File: config.mk
export PLATFORM = sky130hd
export DESIGN_NAME = ber_tlv_header_decoder_top
export DESIGN_NICKNAME = d
export VERILOG_FILES = /design/src/rtl/btlv_pkg.sv /design/src/rtl/ber_tlv_header_decoder_top.sv /design/src/rtl/btlv_front.sv /design/src/rtl/btlv_queue.sv
export SDC_FILE = /design/constraint.sdc
export NUM_CORES = 1
export LEC_CHECK = 0
export ABC_CLOCK_PERIOD_IN_PS = 5300
export BUFFER_PORTS_ARGS = -buffer_cell sky130_fd_sc_hd__buf_2
export CAP_MARGIN = 20
export CORE_MARGIN = 2
export CORE_UTILIZATION = 37
export DETAILED_ROUTE_END_ITERATION = 8
export GPL_ROUTABILITY_DRIVEN = 1
export HOLD_SLACK_MARGIN = 0.08
export MAX_ROUTING_LAYER = met4
export PLACE_DENSITY = 0.61
export SETUP_SLACK_MARGIN = 0.02
export SLEW_MARGIN = 10
export SYNTH_ARGS = -nofsm -noshare
export SYNTH_HDL_FRONTEND = slang
export SYNTH_SLANG_ARGS = --single-unit
File: constraint.sdc
create_clock -name clk_i -period 5.3 [get_ports clk_i]
set_input_delay 0.53 -clock clk_i [delete_from_list [all_inputs] [get_ports clk_i]]
set_output_delay 0.53 -clock clk_i [all_outputs]
set_load 0.05 [all_outputs]
File: src/rtl/btlv_pkg.sv
`timescale 1ns / 1ps

package btlv_pkg;

  localparam int unsigned LenOctetsCap = 4;

  typedef enum logic [1:0] {
    ST_OK          = 2'd0,
    ST_LEN_TOO_BIG = 2'd1,
    ST_TAG_OVF     = 2'd2
  } status_e;

  // one decoded header, as it travels from the parser to the output queue
  typedef struct packed {
    logic [1:0]  tag_class;
    logic        constructed;
    logic [31:0] tag_number;
    logic [31:0] content_length;
    logic [3:0]  header_size;
    status_e     status;
  } hdr_t;

endpackage

File: src/rtl/ber_tlv_header_decoder_top.sv
`timescale 1ns / 1ps
// Channel   Handshake          Payload
// input     push / full        data_byte_i, restart_i
// result    empty / pop        tag_class_o, constructed_o, tag_number_o,
//                              content_length_o, header_size_o, status_o
// config    cfg_we_i           cfg_data_i (max_length_octets)
//
// One byte per cycle while full is low; the parser updates its state in the cycle
// a byte is taken; a finished header enters the result queue with its last byte.
// full is high only while the result queue (QueueDepth entries) holds no free slot.
// Reset empties the queue, sets max_length_octets to 4 and expects an identifier.

module ber_tlv_header_decoder_top #(
  parameter int unsigned QueueDepth = 4
) (
  input  logic        clk_i,
  input  logic        rst_ni,
  input  logic        push,
  output logic        full,
  input  logic [7:0]  data_byte_i,
  input  logic        restart_i,
  output logic        empty,
  input  logic        pop,
  output logic [1:0]  tag_class_o,
  output logic        constructed_o,
  output logic [31:0] tag_number_o,
  output logic [31:0] content_length_o,
  output logic [3:0]  header_size_o,
  output logic [1:0]  status_o,
  input  logic        cfg_we_i,
  input  logic [2:0]  cfg_data_i
);

  logic [2:0]     max_len_q;
  logic           accept;
  logic           emit;
  btlv_pkg::hdr_t hdr_in, hdr_out;

  always_ff @(posedge clk_i or negedge rst_ni) begin
    if (!rst_ni) begin
      max_len_q <= 3'(btlv_pkg::LenOctetsCap);
    end else if (cfg_we_i) begin
      max_len_q <= cfg_data_i;
    end
  end

  assign accept = push && !full;

  btlv_front u_front (
    .clk_i            (clk_i),
    .rst_ni           (rst_ni),
    .accept_i         (accept),
    .data_byte_i      (data_byte_i),
    .restart_i        (restart_i),
    .max_len_octets_i (max_len_q),
    .emit_o           (emit),
    .hdr_o            (hdr_in)
  );

  btlv_queue #(
    .Depth (QueueDepth)
  ) u_queue (
    .clk_i     (clk_i),
    .rst_ni    (rst_ni),
    .wr_i      (accept && emit),
    .wr_data_i (hdr_in),
    .rd_i      (pop),
    .rd_data_o (hdr_out),
    .full_o    (full),
    .empty_o   (empty)
  );

  assign tag_class_o      = hdr_out.tag_class;
  assign constructed_o    = hdr_out.constructed;
  assign tag_number_o     = hdr_out.tag_number;
  assign content_length_o = hdr_out.content_length;
  assign header_size_o    = hdr_out.header_size;
  assign status_o         = hdr_out.status;

endmodule

File: src/rtl/btlv_front.sv
`timescale 1ns / 1ps

module btlv_front (
  input  logic             clk_i,
  input  logic             rst_ni,
  input  logic             accept_i,
  input  logic [7:0]       data_byte_i,
  input  logic             restart_i,
  input  logic [2:0]       max_len_octets_i,
  output logic             emit_o,
  output btlv_pkg::hdr_t   hdr_o
);

  typedef enum logic [1:0] {
    PH_IDENT   = 2'd0,
    PH_TAG     = 2'd1,
    PH_LENGTH  = 2'd2,
    PH_LENBYTE = 2'd3
  } phase_e;

  phase_e      phase_q, phase_d, phase_cur;
  logic [1:0]  class_q, class_d;
  logic        cons_q, cons_d;
  logic [31:0] tag_q, tag_d;
  logic [31:0] len_q, len_d;
  logic [2:0]  left_q, left_d;
  logic [3:0]  cnt_q, cnt_d, cnt_base;
  logic [2:0]  limit;
  logic [2:0]  left_dec;

  always_comb begin
    phase_cur = restart_i ? PH_IDENT : phase_q;
    cnt_base  = (phase_cur == PH_IDENT) ? 4'd0 : cnt_q;
    cnt_d     = (cnt_base != 4'd15) ? cnt_base + 4'd1 : cnt_base;
    limit     = (max_len_octets_i > 3'(btlv_pkg::LenOctetsCap)) ?
                3'(btlv_pkg::LenOctetsCap) : max_len_octets_i;
    left_dec  = (left_q != 3'd0) ? left_q - 3'd1 : left_q;

    phase_d = phase_cur;
    class_d = class_q;
    cons_d  = cons_q;
    tag_d   = tag_q;
    len_d   = len_q;
    left_d  = left_q;
    emit_o  = 1'b0;

    hdr_o.tag_class      = class_q;
    hdr_o.constructed    = cons_q;
    hdr_o.tag_number     = tag_q;
    hdr_o.content_length = 32'd0;
    hdr_o.header_size    = cnt_d;
    hdr_o.status         = btlv_pkg::ST_OK;

    case (phase_cur)
      PH_IDENT: begin
        class_d = data_byte_i[7:6];
        cons_d  = data_byte_i[5];
        len_d   = 32'd0;
        left_d  = 3'd0;
        if (data_byte_i[4:0] != 5'h1f) begin
          tag_d   = {27'd0, data_byte_i[4:0]};
          phase_d = PH_LENGTH;
        end else begin
          tag_d   = 32'd0;
          phase_d = PH_TAG;
        end
      end
      PH_TAG: begin
        // next shift would push bits out of the 32-bit tag
        if (tag_q[31:25] != 7'd0) begin
          emit_o           = 1'b1;
          hdr_o.tag_number = 32'd0;
          hdr_o.status     = btlv_pkg::ST_TAG_OVF;
        end else begin
          tag_d = {tag_q[24:0], data_byte_i[6:0]};
          if (!data_byte_i[7]) phase_d = PH_LENGTH;
        end
      end
      PH_LENGTH: begin
        if (!data_byte_i[7]) begin
          emit_o               = 1'b1;
          hdr_o.content_length = {24'd0, data_byte_i};
        end else if (data_byte_i[6:0] > {4'd0, limit}) begin
          emit_o       = 1'b1;
          hdr_o.status = btlv_pkg::ST_LEN_TOO_BIG;
        end else if (data_byte_i[6:0] == 7'd0) begin
          emit_o = 1'b1;
        end else begin
          len_d   = 32'd0;
          left_d  = data_byte_i[2:0];
          phase_d = PH_LENBYTE;
        end
      end
      PH_LENBYTE: begin
        len_d  = {len_q[23:0], data_byte_i};
        left_d = left_dec;
        if (left_dec == 3'd0) begin
          emit_o               = 1'b1;
          hdr_o.content_length = len_d;
        end
      end
      default: phase_d = PH_IDENT;
    endcase

    if (emit_o) begin
      phase_d = PH_IDENT;
      left_d  = 3'd0;
    end
  end

  always_ff @(posedge clk_i or negedge rst_ni) begin
    if (!rst_ni) begin
      phase_q <= PH_IDENT;
      class_q <= 2'd0;
      cons_q  <= 1'b0;
      tag_q   <= 32'd0;
      len_q   <= 32'd0;
      left_q  <= 3'd0;
      cnt_q   <= 4'd0;
    end else if (accept_i) begin
      phase_q <= phase_d;
      class_q <= class_d;
      cons_q  <= cons_d;
      tag_q   <= tag_d;
      len_q   <= len_d;
      left_q  <= left_d;
      cnt_q   <= cnt_d;
    end
  end

endmodule

File: src/rtl/btlv_queue.sv
`timescale 1ns / 1ps

module btlv_queue #(
  parameter int unsigned Depth = 4
) (
  input  logic           clk_i,
  input  logic           rst_ni,
  input  logic           wr_i,
  input  btlv_pkg::hdr_t wr_data_i,
  input  logic           rd_i,
  output btlv_pkg::hdr_t rd_data_o,
  output logic           full_o,
  output logic           empty_o
);

  localparam int unsigned PtrW = (Depth > 1) ? $clog2(Depth) : 1;
  localparam int unsigned CntW = $clog2(Depth + 1);

  btlv_pkg::hdr_t mem_q [Depth];
  logic [PtrW-1:0] wr_ptr_q, rd_ptr_q;
  logic [CntW-1:0] cnt_q;
  logic            do_wr, do_rd;

  assign full_o    = (cnt_q == CntW'(Depth));
  assign empty_o   = (cnt_q == '0);
  assign do_wr     = wr_i && !full_o;
  assign do_rd     = rd_i && !empty_o;
  assign rd_data_o = mem_q[rd_ptr_q];

  always_ff @(posedge clk_i) begin
    if (do_wr) mem_q[wr_ptr_q] <= wr_data_i;
  end

  always_ff @(posedge clk_i or negedge rst_ni) begin
    if (!rst_ni) begin
      wr_ptr_q <= '0;
      rd_ptr_q <= '0;
      cnt_q    <= '0;
    end else begin
      if (do_wr) begin
        wr_ptr_q <= (wr_ptr_q == PtrW'(Depth - 1)) ? '0 : wr_ptr_q + PtrW'(1);
      end
      if (do_rd) begin
        rd_ptr_q <= (rd_ptr_q == PtrW'(Depth - 1)) ? '0 : rd_ptr_q + PtrW'(1);
      end
      if (do_wr && !do_rd) begin
        cnt_q <= cnt_q + CntW'(1);
      end else if (do_rd && !do_wr) begin
        cnt_q <= cnt_q - CntW'(1);
      end
    end
  end

endmodule
==> results.py, run 1 <==
metrics = {
    "setup_path": {
        "rr_worst_depth": 9,
        "cp.arrival_ps": 3600,
        "cp-end-kind": "flip-flop",
        "crit_cells": 9,
        "criticalPathCategory": "reg -> reg",
        "slowest_stage": "and2_4",
        "cpPeakStageDelay_ps": 620,
        "crit_family": "simple AND/OR/NAND/NOR gates",
        "regToRegSetupSlack_ps": 1910,
        "crit_chain": "inv_1 -> ha_1 -> or4b_2 -> o21ai_0 -> and3_1 -> a2111oi_4 -> nor3_4 -> and2_4 -> buf_12",
        "required_ps": 5500,
        "cp.buffers_inverters": 2,
        "path_max_fanout": 39,
        "start_kind": "flip-flop",
    },
    "placement": {
        "portBuffers": 91,
        "dp.cells": 1404,
        "dp_hpwl_um": 18160,
        "routabilityCongestion": 0.7805,
    },
    "power": {
        "p_per_area_mw_per_mm2": 507.8,
        "ir_worst_vdd_mv": 0.2726,
        "power.leakage_nw": 6.078,
    },
    "final_layout": {
        "instances_no_fill": 1474,
        "multi_input_area_mm2": 0.003724,
        "num-fill-cells": 3449,
        "nNetsFinal": 961,
        "fin_util_pct": 43.48,
        "areaGrowthSynthToFinish_pct": 15.43,
        "seq_area_mm2": 0.01073,
        "drive_above_1_share_pct": 26.13,
    },
    "grt": {
        "grt_antenna_before_repair": 3,
        "grt_usage_pct": 14.46,
        "grt_pass1_vias": 7489,
        "grt_pass1_wl_um": 44710,
        "grt-ovfl-total": 0,
        "grt_max_degree": 79,
    },
    "clock_tree": {
        "cts_sinks": 370,
        "clkLatencyLatePin_ps": 520,
        "clockBufferDepth": 3,
        "cts_setup_buffers": 0,
        "root_buffer": "clkbuf_16",
        "cts-buffers-inserted": 37,
        "cts_tree": "built",
        "clk_pin_slew_ps": 60,
        "h-tree-depth": 2,
    },
    "flow_run": {
        "drv_cap": 0,
    },
    "sta": {
        "max_freq_mhz": 294.8,
        "hold_viol": 0,
        "rsz0062_at_grt": "no",
        "drv_slew": 0,
        "slew-limit-headroom_pct": 31.81,
        "finalClockSkew_ps": 16.45,
        "fin_crit_ps": 3392,
        "tightest_slew_ps": 1018,
        "fin_tns_setup_ps": 0,
        "finalCritPeriodShare_pct": 64.00,
        "setup_viol": 0,
    },
    "synthesis": {
        "synth.area.top_cells": "edfxtp_1 60%, dfrtp_1 13%, mux4_2 11%, and2_1 2.3%, nand2_1 1.9%",
        "yosys.area_share.simple_pct": 6.640,
        "synth_top_area_share_pct": 59.82,
        "synth_fa_ha_area_share_pct": 1.502,
        "muxShareOfSynthArea_pct": 12.45,
        "synth_cell_types": 47,
        "ys_ff_latch": 370,
        "syn_nets": 861,
        "synthFlopType": "edfxtp_1",
        "synth_compound_area_share_pct": 4.498,
        "yosysWarnings": 0,
        "synth-seq-area-share_pct": 73.14,
        "synthTopCellsByCount": "292 x edfxtp_1, 77 x dfrtp_1, 76 x nand2_1, 73 x mux4_2, 55 x and2_1",
        "async_flop_share_pct": 21.08,
        "avgSynthCellArea_um2": 17.73,
        "synth-edff-count": 292,
        "synth.most_common_cell": "edfxtp_1",
        "synth_top_family_by_area": "multiplexers",
        "synthXorXnorAreaFrac_pct": 0.2390,
        "synth_cells": 827,
        "netlist_area_mm2": 0.01466,
        "post-synth-top-area-cell": "edfxtp_1",
    },
    "floorplan": {
        "start_util_pct": 37.67,
        "dieArea_mm2": 0.04123,
        "rows": 72,
        "chipHeight_um": 203.0,
        "die_x_um": 203.0,
        "ioPinCount": 92,
        "core_area_mm2": 0.03892,
    },
    "detailed_routing": {
        "routed_via_density": 5.001,
        "avgRoutedWirePerCell_um": 19.53,
        "wl_um": 28780,
        "drt_iter0_markers": 484,
        "vias": 7372,
        "drc": 0,
        "ant_nets": 0,
        "drt_first_pass_iters": 5,
    },
    "status": {
        "status": "complete, no violations",
    },
    "worst_hold_path": {
        "whs_path_depth": 2,
        "min_path_type": "in -> reg",
    },
}
-- area by class of cell --
| class | instances | share of cell area (%) |
|---|---|---|
| sequential | 370 | 63.39 |
| clock buffer | 51 | 5.841 |
| multi-input combinational | 398 | 22.01 |
| timing repair buffer | 105 | 3.830 |
| clock inverter | 14 | 0.7246 |
| tap | 518 | 3.830 |
| inverter | 15 | 0.3327 |
| antenna | 3 | 0.04437 |
-- placed cells by master (no fill, tap or decap), types with 16 or more instances in the layout --
master / netlist / layout
a22o_1: 26 / 26
o21ai_0: 48 / 48
clkbuf_16: 0 / 37
and2_1: 55 / 51
nand2_1: 76 / 76
mux4_2: 73 / 73
buf_2: 1 / 90
nor2b_1: 20 / 20
dfrtp_1: 77 / 75
ha_1: 16 / 16
edfxtp_1: 292 / 292
-- routing by layer --
layer	track usage, %	share of wire (%)
met5	-	0
met4	3.858	1.8
met3	2.648	5.1
met2	22.50	48
met1	19.70	45
-- stage by stage --
| stage | worst slack [ps] | power, mW | hold WS (ps) | instance area (µm²) |
|---|---|---|---|---|
| floorplan | 1042 | 5.636 | 234.4 | 14660 |
| global placement | 1762 | 6.274 | 454.8 | 15770 |
| detailed placement | 1690 | 6.284 | 462.9 | 15770 |
| CTS | 1850 | 8.718 | 225.3 | 16880 |
| global route | 1632 | 8.962 | 262.0 | 16920 |
| finish | 1908 | 8.593 | 259.0 | 16920 |
-- final timing paths --
check,startpoint,end
max,u_front.left_q[0]$_DFFE_PN0P_,u_queue.mem_q[3][41]$_DFFE_PP_
min,cfg_we_i,max_len_q[2]$_DFFE_PN1P_
max reg2reg,u_front.left_q[0]$_DFFE_PN0P_,u_queue.mem_q[3][41]$_DFFE_PP_
min reg2reg,u_front.len_q[16]$_DFFE_PN0P_,u_front.len_q[16]$_DFFE_PN0P_
max in group asynchronous,rst_ni,max_len_q[2]$_DFFE_PN1P_
min in group asynchronous,rst_ni,u_front.cnt_q[0]$_DFFE_PN0P_
-- power breakdown --
part           total, mW  internal, mW  switching [mW]
registers           3.56          3.32           0.235
clock network       2.43          1.40            1.02
logic               2.60         0.856            1.75
total               8.59          5.58            3.01
-- state kept, by name (all words and copies together) (netlist names) --
signal            flops
max_len_q             3
u_queue.wr_ptr_q      2
u_front.left_q        3
u_front.len_q        24
u_queue.mem_q       292
u_queue.cnt_q         3
u_front.class_q       2
u_queue.rd_ptr_q      2
u_front.cnt_q         4
u_front.phase_q       2
u_front.cons_q        1
u_front.tag_q        32
-- cell families (layout without fill, tap and decap cells) --
kind of cell | count (synthesis) | count (layout)
simple gates | 189 | 189
other cells | 0 | 3
flops | 370 | 370
buf+inv | 59 | 185
mux | 89 | 89
fa+ha+maj | 17 | 17
compound gates | 99 | 99
xor+xnor | 4 | 4
-- what timing repair did --
action                                  in CTS  in global routing
endpoints found under the setup margin       0                  0
hold buffers                                 0                  1
gates resized for setup                      0                  0
endpoints found under the hold margin        0                 13
Power figures use the tool's default switching activity.
==> inputs of run 2 (changes only) <==
Settings changed: ABC_CLOCK_PERIOD_IN_PS 5300 to 3550.
Clock period 5.3 ns to 3.55 ns, I/O delays scaled along.
==> run 2 against run 1 <==
Cell count up 1.3%. First-iteration DRC count up 10%. Clock-buffer cell count up 3. Hold slack worse by 160 ps. Die area unchanged. Clock power up 72%. Largest power group unchanged. Sequential share of layout area down 1.2 points.
==> results.py, run 2 (synthesis gave the netlist of run 1 again) <==
metrics = {
    "sta": {
        "max_freq_mhz": 302.9,
        "slew-limit-headroom_pct": 37.90,
        "finalClockSkew_ps": 13.92,
        "fin_crit_ps": 3302,
        "finalCritPeriodShare_pct": 93.01,
        "tightest_slew_ps": 931.5,
        "setup_viol": 0,
        "fin_tns_setup_ps": 0,
        "rsz0062_at_grt": "yes",
        "drv_slew": 0,
        "hold_viol": 0,
    },
    "worst_hold_path": {
        "min_path_type": "in -> reg",
    },
    "power": {
        "power_frac_clock_pct": 31.0,
        "p_per_area_mw_per_mm2": 781.8,
        "switching_share_pct": 34.15,
        "p_comb_share_pct": 30.1,
        "p_switching_mw": 4.602,
        "sequentialPowerShare_pct": 38.9,
        "power.leakage_nw": 6.249,
        "p_int_mw": 8.872,
        "ir_worst_vdd_mv": 0.3087,
    },
    "final_layout": {
        "layout_commonest_cell": "edfxtp_1",
        "nNetsFinal": 978,
        "fin_util_pct": 44.29,
        "largest_reg_flops": 292,
        "top_register": "u_queue.mem_q",
        "reg.largest.list": "u_queue.mem_q: 292 flops, u_front.tag_q: 32 flops, u_front.len_q: 24 flops",
        "areaGrowthSynthToFinish_pct": 17.57,
        "drive_above_1_share_pct": 28.16,
        "layout_common_cells": "292 x edfxtp_1, 90 x buf_2, 76 x nand2_1",
    },
    "clock_tree": {
        "root_buffer": "clkbuf_16",
        "clockBufferDepth": 3,
        "clk_pin_slew_ps": 60,
        "cts_tree": "built",
        "cts-buffers-inserted": 38,
        "h-tree-depth": 2,
        "cts_sinks": 370,
        "clkLatencyLatePin_ps": 520,
    },
    "setup_path": {
        "required_ps": 3990,
        "cpPeakStageDelay_ps": 570,
        "start_kind": "flip-flop",
        "crit_family": "simple AND/OR/NAND/NOR gates",
        "slowest_stage": "or4b_2",
        "path_max_fanout": 6,
        "criticalPathCategory": "reg -> reg",
        "crit_chain": "inv_1 -> ha_1 -> or4b_2 -> o21ai_0 -> and3_1 -> a2111oi_4 -> nor3_4 -> ha_2 -> inv_1 -> fa_1 -> xor2_1 -> nor2_1 -> xor2_1",
        "cp-end-kind": "flip-flop",
        "cp.buffers_inverters": 2,
        "cp.arrival_ps": 3750,
    },
    "floorplan": {
        "rows": 72,
        "chipHeight_um": 203.0,
        "ioPinCount": 92,
        "die_x_um": 203.0,
        "dieArea_mm2": 0.04123,
        "start_util_pct": 37.67,
        "core_area_mm2": 0.03892,
    },
    "detailed_routing": {
        "ant_nets": 0,
        "drt_first_pass_iters": 4,
        "drc": 0,
        "vias": 7571,
        "met3_length_um": 1587,
        "routed-wl-met2_um": 14350,
        "wl_um": 29980,
        "drt_iter0_markers": 533,
        "top_layer_used": "met4",
        "avgRoutedWirePerCell_um": 20.08,
        "m1WireLength_um": 13580,
        "routed_via_density": 5.071,
    },
    "grt": {
        "grt_antenna_before_repair": 2,
        "grt_pass1_wl_um": 46820,
        "grt_pass1_vias": 7883,
        "grt-ovfl-total": 0,
        "grt_usage_pct": 15.35,
        "grt_max_degree": 67,
    },
    "status": {
        "status": "complete, no violations",
    },
    "placement": {
        "portBuffers": 91,
        "routabilityCongestion": 0.7937,
        "dp_hpwl_um": 18960,
    },
    "flow_run": {
        "drv_cap": 0,
    },
}
## run 2: power groups by stage
| stage | combinational (mW) | sequential, mW | clock, mW |
|---|---|---|---|
| global route | 4.34 | 5.29 | 4.44 |
| CTS | 4.15 | 5.26 | 4.26 |
| global placement | 4.13 | 5.34 | 0 |
| detailed placement | 4.15 | 5.35 | 0 |
| floorplan | 3.26 | 5.15 | 0 |
| finish | 4.05 | 5.24 | 4.18 |
## run 2: routing by layer
metal / track usage, % / vias up
li1: - / 3423
met1: 20.87 / 3921
met2: 24.12 / 187
met3: 2.777 / 40
met4: 3.754 / 0
met5: - / -
## run 2: layout make-up
| class | instances | area, µm² |
|---|---|---|
| fillers | 3384 | 21680 |
| flip-flops and latches | 370 | 10730 |
| multi-input cells | 398 | 3726 |
| clock buffers | 54 | 1092 |
| repair buffers | 121 | 749.5 |
| well taps | 518 | 648.1 |
| clock inverters | 15 | 231.5 |
| inverters | 15 | 56.30 |
| diodes | 2 | 5.005 |
## run 2: worst paths after layout
path	from	end	slack, ps	cells past startpoint
worst max-delay path	u_front.left_q[0]$_DFFE_PN0P_	u_queue.cnt_q[2]$_DFFE_PN0P_	250	13
worst min-delay path	cfg_data_i[1]	max_len_q[1]$_DFFE_PN0P_	100	2
worst min register to register	u_front.len_q[19]$_DFFE_PN0P_	u_front.len_q[19]$_DFFE_PN0P_	470	2
worst max register to register	u_front.left_q[0]$_DFFE_PN0P_	u_queue.cnt_q[2]$_DFFE_PN0P_	250	13
min in group asynchronous	rst_ni	u_front.cnt_q[3]$_DFFE_PN0P_	490	2
max in group asynchronous	rst_ni	u_front.tag_q[16]$_DFFE_PN0P_	2290	3
## run 2: per-stage QoR
stage	hold slack [ps]	cell area, µm²	power [mW]	worst slack, ps	std cells
2_1_floorplan	59.41	14660	8.409	83.13	827
3_3_place_gp	458.3	15860	9.465	277.8	1418
3_5_place_dp	464.6	15860	9.494	202.8	1418
4_1_cts	87.43	17200	13.67	189.0	1489
5_1_grt	85.25	17240	14.07	-33.85	1493
6_report	98.90	17240	13.47	248.2	1493
## run 2: what timing repair did
action                                  CTS  global route
endpoints found under the hold margin    65             0
hold buffers                              2             0
resized for setup                         0             3
endpoints found under the setup margin    0            84
setup buffers                             0             2
